## config.mk

```make
export PLATFORM = sky130hd
export DESIGN_NAME = polygon_to_triangle_splitter
export DESIGN_NICKNAME = d
export VERILOG_FILES = /design/src/rtl/ptts_pkg.sv /design/src/rtl/polygon_to_triangle_splitter.sv /design/src/rtl/ptts_geom.sv /design/src/rtl/ptts_fan.sv /design/src/rtl/ptts_burst.sv
export SDC_FILE = /design/constraint.sdc
export NUM_CORES = 2
export LEC_CHECK = 0
export BUFFER_PORTS_ARGS = -buffer_cell sky130_fd_sc_hd__buf_2
export CAP_MARGIN = 10
export CORE_UTILIZATION = 58
export CTS_CLUSTER_SIZE = 20
export DETAILED_ROUTE_END_ITERATION = 16
export MAX_ROUTING_LAYER = met4
export PLACE_DENSITY = 0.86
export RECOVER_POWER = 50
export REMOVE_ABC_BUFFERS = 1
export SLEW_MARGIN = 20
export SYNTH_ARGS = -nofsm -noshare
export SYNTH_HDL_FRONTEND = slang
export SYNTH_HIERARCHICAL = 1
export SYNTH_SLANG_ARGS = --single-unit
```

## constraint.sdc

```tcl
create_clock -name clk -period 13.1 [get_ports clk]
set_input_delay 1.31 -clock clk [delete_from_list [all_inputs] [get_ports clk]]
set_output_delay 1.31 -clock clk [all_outputs]
set_load 0.02 [all_outputs]
```

## src/rtl/ptts_pkg.sv

```systemverilog
package ptts_pkg;

  localparam int INDEX_BITS = 20;
  localparam int COORD_BITS = 24;
  localparam int HELD_DEPTH = 4;
  localparam int HELD_BITS = 2;
  localparam int POS_BITS = 3;
  localparam int COUNT_SAT = 5;
  localparam int SQ_BITS = 2 * COORD_BITS;
  localparam int SUM_BITS = SQ_BITS + 2;
  localparam int BURST_MAX = 3;
  localparam int BURST_BITS = 2;

  typedef struct packed {
    logic [INDEX_BITS-1:0] a;
    logic [INDEX_BITS-1:0] b;
    logic [INDEX_BITS-1:0] c;
    logic                  last;
  } tri_t;

  typedef struct packed {
    logic [INDEX_BITS-1:0] idx;
    logic [POS_BITS-1:0]   pos;
    logic                  face_end;
  } corner_t;

  typedef struct packed {
    logic [SQ_BITS-1:0] sx;
    logic [SQ_BITS-1:0] sy;
    logic [SQ_BITS-1:0] sz;
  } sq_t;

  typedef struct packed {
    logic [BURST_BITS-1:0]  cnt;
    tri_t [BURST_MAX-1:0]   tris;
  } burst_t;

endpackage

```

## src/rtl/polygon_to_triangle_splitter.sv

```systemverilog
// Splits polygon faces into triangles of vertex indices.
// The input takes one corner word per cycle while not stalled: vertex index,
// signed position with 16 fraction bits, face-end flag on the last corner.
// The output gives one triangle word per cycle while not stalled, with
// face_last set on the final triangle of a face. Faces of one or two corners
// give no output. Quads are cut along the shorter diagonal; larger faces
// become a fan. A corner passes an input register, a squaring stage and a
// summing stage before its first triangle shows on the output.
// Throughput is one corner per cycle while the input is not stalled. A corner
// that gives more than one triangle holds the burst register until the last
// one leaves, so the fifth corner of a long face and the end of a quad can
// back up the input. When the receiver stalls, the current triangle holds
// and the pipeline fills; stall reaches the input once all three stages are
// occupied. Reset empties the pipeline and starts a new face; stored corners
// are not cleared and are always rewritten before use.
module polygon_to_triangle_splitter import ptts_pkg::*; (
  input  logic                         clk,
  input  logic                         rst_n,
  input  logic                         in_valid,
  output logic                         in_stall,
  input  logic [INDEX_BITS-1:0]        in_vertex_index,
  input  logic signed [COORD_BITS-1:0] in_pos_x,
  input  logic signed [COORD_BITS-1:0] in_pos_y,
  input  logic signed [COORD_BITS-1:0] in_pos_z,
  input  logic                         in_face_end,
  output logic                         out_valid,
  input  logic                         out_stall,
  output logic [INDEX_BITS-1:0]        out_corner_a,
  output logic [INDEX_BITS-1:0]        out_corner_b,
  output logic [INDEX_BITS-1:0]        out_corner_c,
  output logic                         out_face_last
);

  logic    b_take;
  logic    b_valid;
  corner_t b_corner;
  sq_t     b_sq;
  logic    burst_ready;
  logic    burst_load;
  burst_t  burst_word;

  ptts_geom u_geom (
    .clk             (clk),
    .rst_n           (rst_n),
    .in_valid        (in_valid),
    .in_stall        (in_stall),
    .in_vertex_index (in_vertex_index),
    .in_pos_x        (in_pos_x),
    .in_pos_y        (in_pos_y),
    .in_pos_z        (in_pos_z),
    .in_face_end     (in_face_end),
    .b_take          (b_take),
    .b_valid         (b_valid),
    .b_corner        (b_corner),
    .b_sq            (b_sq)
  );

  ptts_fan u_fan (
    .clk         (clk),
    .rst_n       (rst_n),
    .b_valid     (b_valid),
    .b_corner    (b_corner),
    .b_sq        (b_sq),
    .burst_ready (burst_ready),
    .b_take      (b_take),
    .burst_load  (burst_load),
    .burst_word  (burst_word)
  );

  ptts_burst u_burst (
    .clk           (clk),
    .rst_n         (rst_n),
    .burst_load    (burst_load),
    .burst_word    (burst_word),
    .burst_ready   (burst_ready),
    .out_valid     (out_valid),
    .out_stall     (out_stall),
    .out_corner_a  (out_corner_a),
    .out_corner_b  (out_corner_b),
    .out_corner_c  (out_corner_c),
    .out_face_last (out_face_last)
  );

endmodule

```

## src/rtl/ptts_geom.sv

```systemverilog
module ptts_geom import ptts_pkg::*; (
  input  logic                         clk,
  input  logic                         rst_n,
  input  logic                         in_valid,
  output logic                         in_stall,
  input  logic [INDEX_BITS-1:0]        in_vertex_index,
  input  logic signed [COORD_BITS-1:0] in_pos_x,
  input  logic signed [COORD_BITS-1:0] in_pos_y,
  input  logic signed [COORD_BITS-1:0] in_pos_z,
  input  logic                         in_face_end,
  input  logic                         b_take,
  output logic                         b_valid,
  output corner_t                      b_corner,
  output sq_t                          b_sq
);

  logic                         a_valid_r, a_valid_nxt;
  logic [INDEX_BITS-1:0]        a_idx_r;
  logic signed [COORD_BITS-1:0] a_x_r, a_y_r, a_z_r;
  logic                         a_end_r;
  logic [POS_BITS-1:0]          count_r, count_nxt;
  logic signed [COORD_BITS-1:0] h0_x_r, h0_y_r, h0_z_r;
  logic signed [COORD_BITS-1:0] h1_x_r, h1_y_r, h1_z_r;
  logic signed [COORD_BITS-1:0] ref_x, ref_y, ref_z;
  logic [COORD_BITS-1:0]        dx, dy, dz;
  logic [SQ_BITS-1:0]           sx, sy, sz;
  logic                         b_valid_r, b_valid_nxt;
  corner_t                      b_corner_r;
  sq_t                          b_sq_r;
  logic                         a_go;
  logic                         in_fire;

  function automatic logic [COORD_BITS-1:0] mag_diff(logic signed [COORD_BITS-1:0] p,
                                                     logic signed [COORD_BITS-1:0] q);
    logic [COORD_BITS:0] d;
    logic [COORD_BITS:0] nd;
    d = {p[COORD_BITS-1], p} - {q[COORD_BITS-1], q};
    nd = -d;
    return d[COORD_BITS] ? nd[COORD_BITS-1:0] : d[COORD_BITS-1:0];
  endfunction

  assign a_go = a_valid_r && (!b_valid_r || b_take);
  assign in_stall = a_valid_r && !a_go;
  assign in_fire = in_valid && !in_stall;

  assign a_valid_nxt = in_fire ? 1'b1 : (a_go ? 1'b0 : a_valid_r);
  assign b_valid_nxt = a_go ? 1'b1 : (b_take ? 1'b0 : b_valid_r);

  always_comb begin
    count_nxt = count_r;
    if (a_go) begin
      if (a_end_r) begin
        count_nxt = '0;
      end else if (count_r < POS_BITS'(COUNT_SAT)) begin
        count_nxt = count_r + POS_BITS'(1);
      end
    end
  end

  // The third corner measures against the first, the fourth against the second.
  always_comb begin
    if (count_r == POS_BITS'(2)) begin
      ref_x = h0_x_r;
      ref_y = h0_y_r;
      ref_z = h0_z_r;
    end else begin
      ref_x = h1_x_r;
      ref_y = h1_y_r;
      ref_z = h1_z_r;
    end
  end

  assign dx = mag_diff(a_x_r, ref_x);
  assign dy = mag_diff(a_y_r, ref_y);
  assign dz = mag_diff(a_z_r, ref_z);
  assign sx = dx * dx;
  assign sy = dy * dy;
  assign sz = dz * dz;

  always_ff @(posedge clk) begin
    if (!rst_n) begin
      a_valid_r <= 1'b0;
      b_valid_r <= 1'b0;
      count_r   <= '0;
    end else begin
      a_valid_r <= a_valid_nxt;
      b_valid_r <= b_valid_nxt;
      count_r   <= count_nxt;
    end
  end

  always_ff @(posedge clk) begin
    if (in_fire) begin
      a_idx_r <= in_vertex_index;
      a_x_r   <= in_pos_x;
      a_y_r   <= in_pos_y;
      a_z_r   <= in_pos_z;
      a_end_r <= in_face_end;
    end
    if (a_go) begin
      if (count_r == POS_BITS'(0)) begin
        h0_x_r <= a_x_r;
        h0_y_r <= a_y_r;
        h0_z_r <= a_z_r;
      end
      if (count_r == POS_BITS'(1)) begin
        h1_x_r <= a_x_r;
        h1_y_r <= a_y_r;
        h1_z_r <= a_z_r;
      end
      b_corner_r.idx      <= a_idx_r;
      b_corner_r.pos      <= count_r;
      b_corner_r.face_end <= a_end_r;
      b_sq_r.sx           <= sx;
      b_sq_r.sy           <= sy;
      b_sq_r.sz           <= sz;
    end
  end

  assign b_valid = b_valid_r;
  assign b_corner = b_corner_r;
  assign b_sq = b_sq_r;

endmodule

```

## src/rtl/ptts_fan.sv

```systemverilog
module ptts_fan import ptts_pkg::*; (
  input  logic    clk,
  input  logic    rst_n,
  input  logic    b_valid,
  input  corner_t b_corner,
  input  sq_t     b_sq,
  input  logic    burst_ready,
  output logic    b_take,
  output logic    burst_load,
  output burst_t  burst_word
);

  logic [INDEX_BITS-1:0] held_r [HELD_DEPTH];
  logic [INDEX_BITS-1:0] prev_r;
  logic [SUM_BITS-1:0]   d02_r;
  logic [SUM_BITS-1:0]   sum;
  logic                  short02;
  logic [INDEX_BITS-1:0] h0, h1, h2, h3, idx;
  logic                  fend;

  assign sum = {2'b00, b_sq.sx} + {2'b00, b_sq.sy} + {2'b00, b_sq.sz};
  assign short02 = d02_r < sum;

  assign h0 = held_r[0];
  assign h1 = held_r[1];
  assign h2 = held_r[2];
  assign h3 = held_r[3];
  assign idx = b_corner.idx;
  assign fend = b_corner.face_end;

  always_comb begin
    burst_word = '0;
    if (b_corner.pos >= POS_BITS'(COUNT_SAT)) begin
      burst_word.cnt = BURST_BITS'(1);
      burst_word.tris[0] = '{a: h0, b: prev_r, c: idx, last: fend};
    end else if (b_corner.pos == POS_BITS'(4)) begin
      burst_word.cnt = BURST_BITS'(3);
      burst_word.tris[0] = '{a: h0, b: h1, c: h2, last: 1'b0};
      burst_word.tris[1] = '{a: h0, b: h2, c: h3, last: 1'b0};
      burst_word.tris[2] = '{a: h0, b: h3, c: idx, last: fend};
    end else if (fend && b_corner.pos == POS_BITS'(2)) begin
      burst_word.cnt = BURST_BITS'(1);
      burst_word.tris[0] = '{a: h0, b: h1, c: idx, last: 1'b1};
    end else if (fend && b_corner.pos == POS_BITS'(3)) begin
      burst_word.cnt = BURST_BITS'(2);
      if (short02) begin
        burst_word.tris[0] = '{a: h0, b: h1, c: h2, last: 1'b0};
        burst_word.tris[1] = '{a: h0, b: h2, c: idx, last: 1'b1};
      end else begin
        burst_word.tris[0] = '{a: h1, b: h2, c: idx, last: 1'b0};
        burst_word.tris[1] = '{a: h1, b: idx, c: h0, last: 1'b1};
      end
    end
  end

  assign b_take = b_valid && (burst_word.cnt == '0 || burst_ready);
  assign burst_load = b_valid && burst_word.cnt != '0 && burst_ready;

  always_ff @(posedge clk) begin
    if (!rst_n) begin
      prev_r <= '0;
    end else if (b_take) begin
      prev_r <= idx;
    end
  end

  always_ff @(posedge clk) begin
    if (b_take) begin
      if (b_corner.pos < POS_BITS'(HELD_DEPTH)) begin
        held_r[b_corner.pos[HELD_BITS-1:0]] <= idx;
      end
      if (b_corner.pos == POS_BITS'(2)) begin
        d02_r <= sum;
      end
    end
  end

endmodule

```

## src/rtl/ptts_burst.sv

```systemverilog
module ptts_burst import ptts_pkg::*; (
  input  logic                  clk,
  input  logic                  rst_n,
  input  logic                  burst_load,
  input  burst_t                burst_word,
  output logic                  burst_ready,
  output logic                  out_valid,
  input  logic                  out_stall,
  output logic [INDEX_BITS-1:0] out_corner_a,
  output logic [INDEX_BITS-1:0] out_corner_b,
  output logic [INDEX_BITS-1:0] out_corner_c,
  output logic                  out_face_last
);

  tri_t                  tris_r [BURST_MAX];
  logic                  valid_r, valid_nxt;
  logic [BURST_BITS-1:0] cnt_r;
  logic [BURST_BITS-1:0] k_r, k_nxt;
  logic                  out_fire;
  logic                  done;
  tri_t                  head;

  assign out_fire = valid_r && !out_stall;
  assign done = out_fire && (k_r == cnt_r - BURST_BITS'(1));
  assign burst_ready = !valid_r || done;

  always_comb begin
    valid_nxt = valid_r;
    k_nxt = k_r;
    if (burst_load) begin
      valid_nxt = 1'b1;
      k_nxt = '0;
    end else if (done) begin
      valid_nxt = 1'b0;
    end else if (out_fire) begin
      k_nxt = k_r + BURST_BITS'(1);
    end
  end

  always_ff @(posedge clk) begin
    if (!rst_n) begin
      valid_r <= 1'b0;
      k_r     <= '0;
      cnt_r   <= '0;
    end else begin
      valid_r <= valid_nxt;
      k_r     <= k_nxt;
      if (burst_load) begin
        cnt_r <= burst_word.cnt;
      end
    end
  end

  always_ff @(posedge clk) begin
    if (burst_load) begin
      for (int i = 0; i < BURST_MAX; i++) begin
        tris_r[i] <= burst_word.tris[i];
      end
    end
  end

  assign head = tris_r[k_r];
  assign out_valid = valid_r;
  assign out_corner_a = head.a;
  assign out_corner_b = head.b;
  assign out_corner_c = head.c;
  assign out_face_last = head.last;

endmodule

```

==> summary.txt <==
Die
  – Row count: 140
  – Ports: 160
  – Die X: 386 um
  – Initial Utilization: 58.5%
  – Core box area: 146,000 um^2
  – Die span in y: 386 um
  – Die area: 149,000 um^2

STA
  – RSZ-0062 raised after global routing: false
  – Slew @ Worst Pin: 9.93 ns
  – Endpoints failing hold: 0
  – Post-layout minimum cycle time: 12.60 ns
  – Fin crit share: 96.1%
  – Slew Limit Fails: 402
  – Worst Skew: 0.0516 ns
  – Final Hold Slack: 0.423 ns
  – FMAX: 79.4 MHz
  – Rel. slew slack: -562%
  – Final setup vio count: 0

Worst setup path
  – Nature of the critical path endpoint: flip-flop
  – Startpoint type of the worst setup path: flip-flop
  – Crit-path max cell delay: 0.59 ns
  – Critical path's most frequent cell: inv_1
  – Critical Path AT: 13.01 ns
  – Top delay family on crit path: compound AO/OA/AOI/OAI gates
  – Worst path bufs/invs: 10
  – Critical path class: flip-flop to flip-flop
  – Slowest-stage cell, CP: a221oi_1
  – CP max FO: 14
  – Worst EP required: 13.51 ns

Clocking
  – CTS tree: yes
  – Clk slew on worst S/H paths: 0.06 ns
  – Worst-Skew Late Latency: 0.72 ns
  – Number of setup buffers added after CTS: 0
  – Clock buffer depth: 3
  – CTS buffer count: 82
  – Clock Sinks: 747
  – H-tree depth: 3
  – Root Buffer: clkbuf_16

Global routing
  – GR Overflow Total: 0
  – Largest net degree at the start of global routing: 189
  – All-layer global routing usage: 30.9%
  – Vias in the first global route: 64,300
  – Antenna violations before repair: 4
  – First-pass GRT wire length: 346,000 um

Logic synthesis
  – Largest family of logic cells by synthesized area: adder cells
  – Top-count cell post-synth: inv_1
  – Adder-Cell Fraction of Synth Area: 41.0%
  – Post-Syn Instances: 8,267
  – Compound-gate portion of the synthesized area: 8.98%
  – Synth top cells by count: inv_1 (1,690), fa_1 (1,320), edfxtp_1 (715)
  – Post-synthesis mux area share: 1.73%
  – Distinct cells, synth: 109
  – Post-synth EDFFs: 715
  – Register area share after synthesis: 25.9%
  – Top-area cell type share of the netlist area: 30.9%
  – Cell taking the most area after synthesis: fa_1
  – Area of the mapped netlist: 85,400 um^2
  – Synth Area in XOR/XNOR: 3.43%
  – Top_reg_cell synth: edfxtp_1
  – Synth area leaders: fa_1 (31%), edfxtp_1 (25%), ha_1 (10%)
  – Post-Synth Simple-Gate Area: 10.2%
  – Ys async rst share: 0%
  – Yosys reg bits: 747
  – Synth Warn #: 6
  – Mean area per synthesized cell: 10.3 um^2

Status
  – Violated checks: max-capacitance violations, max-slew violations
  – Status: finished, violations left

Final layout
  – Multi-input logic area: 56,000 um^2
  – Layout fillers: 11,200
  – Nets: 10,500
  – Share of cells above drive strength 1: 6.38%
  – Final Non-Filler Cells: 10,400
  – Post-layout utilization of the core: 62.8%
  – P&R area growth vs syn: 7.23%
  – FF+latch area: 22,100 um^2

Place
  – Buffers on Ports: 159
  – Gpl congestion: 1.01
  – Inst Count DP: 10,200
  – Dpl hpwl: 168,000 um

Worst hold path
  – HP Class: flip-flop to flip-flop

Detailed routing
  – Antenna-violating nets left: 0
  – DR WL/cell: 21.1 um
  – Iter 0 DRT Violations: 5,543
  – Total wire length: 219,000 um
  – Vias per cell: 5.89
  – Vias: 61,100
  – Number of remaining DRC errors: 0
  – First-pass DRT Iterations: 7

Job
  – Max-cap violation count: 8
## state kept, by name, summed over array words and instances, names as in the netlist, 3 cells and up, named ones only
| name | count |
|---|---|
| u_geom/h1_y_r | 24 |
| u_geom/a_y_r | 24 |
| u_geom/h0_x_r | 24 |
| u_burst/tris_r | 183 |
| u_geom/h0_z_r | 24 |
| u_geom/h1_x_r | 24 |
| u_geom/b_corner | 24 |
| u_geom/h1_z_r | 24 |
| u_geom/a_z_r | 24 |
| u_fan/held_r | 80 |
| u_geom/b_sq | 141 |
| u_geom/count_r | 3 |
| u_geom/a_x_r | 24 |
| u_geom/h0_y_r | 24 |
| u_geom/a_idx_r | 20 |
| u_fan/d02_r | 50 |
| u_fan/prev_r | 20 |
## worst paths after layout
| check | from | depth (start not counted) | slack, ns | end |
|---|---|---|---|---|
| setup / recovery | u_geom/count_r[0]$_SDFFE_PN0P_ | 47 | 0.50 | u_geom/b_sq[140]$_DFFE_PP_ |
| hold / removal | u_geom/a_idx_r[1]$_DFFE_PP_ | 0 | 0.42 | u_geom/b_corner[5]$_DFFE_PP_ |
| hold reg to reg | u_geom/a_idx_r[1]$_DFFE_PP_ | 0 | 0.42 | u_geom/b_corner[5]$_DFFE_PP_ |
| setup reg to reg | u_geom/count_r[0]$_SDFFE_PN0P_ | 47 | 0.50 | u_geom/b_sq[140]$_DFFE_PP_ |
## cell usage in the layout (no fill, tap or decap), drive strengths merged, types with 45 or more instances in the layout
master / n
inv: 1709
fa: 1320
edfxtp: 715
nand2: 691
ha: 685
nor2: 682
buf: 291
a21oi: 281
xnor2: 215
o21ai: 197
a21o: 172
mux2i: 144
clkbuf: 133
and3: 120
xor2: 110
nand3: 103
a22o: 101
nand2b: 61
o21bai: 46
o21a: 45
## area by class of cell
cell class / count / share of cell area (%)
Sequential cell: 747 / 24.1
Tap cell: 1917 / 2.62
Clock buffer: 109 / 2.44
Multi-Input combinational cell: 5537 / 61.1
Inverter: 1710 / 7.02
Clock inverter: 40 / 0.576
Antenna cell: 4 / 0.0109
Timing Repair Buffer: 315 / 2.10
## layer usage
metal | part of all wire [%] | GRT usage (%) | wire, um
met1 | 38 | 39.0 | 83700
met2 | 48 | 49.8 | 105000
met3 | 9.2 | 4.79 | 20200
met4 | 4.9 | 13.0 | 10700
met5 | 0 | - | 0
## repair_timing
item / CTS / global route
hold buffers: 0 / 0
resized for setup: 0 / 9
endpoints found under the setup margin: 0 / 7
## cell families after synthesis
family | Yosys count
AOI/OAI and AO/OA | 1124
DFF | 747
other | 1
xor gates and xnor gates | 325
muxes | 147
adders and majority gates | 2005
buffers and inverters | 1985
and+or+nand+nor | 1933
## stage by stage
step                area (um^2)  worst slack [ns]  TNS [ns]
global route              91600           0.00431         0
global placement          88900             0.739         0
detailed placement        88900             0.440         0
floorplan                 84300             -2.93   -196.78
CTS                       91600             0.382         0
finish                    91600             0.504         0
Power is not shown: default switching activity piles up to over one toggle a cycle in this logic, so the estimate is an artifact.
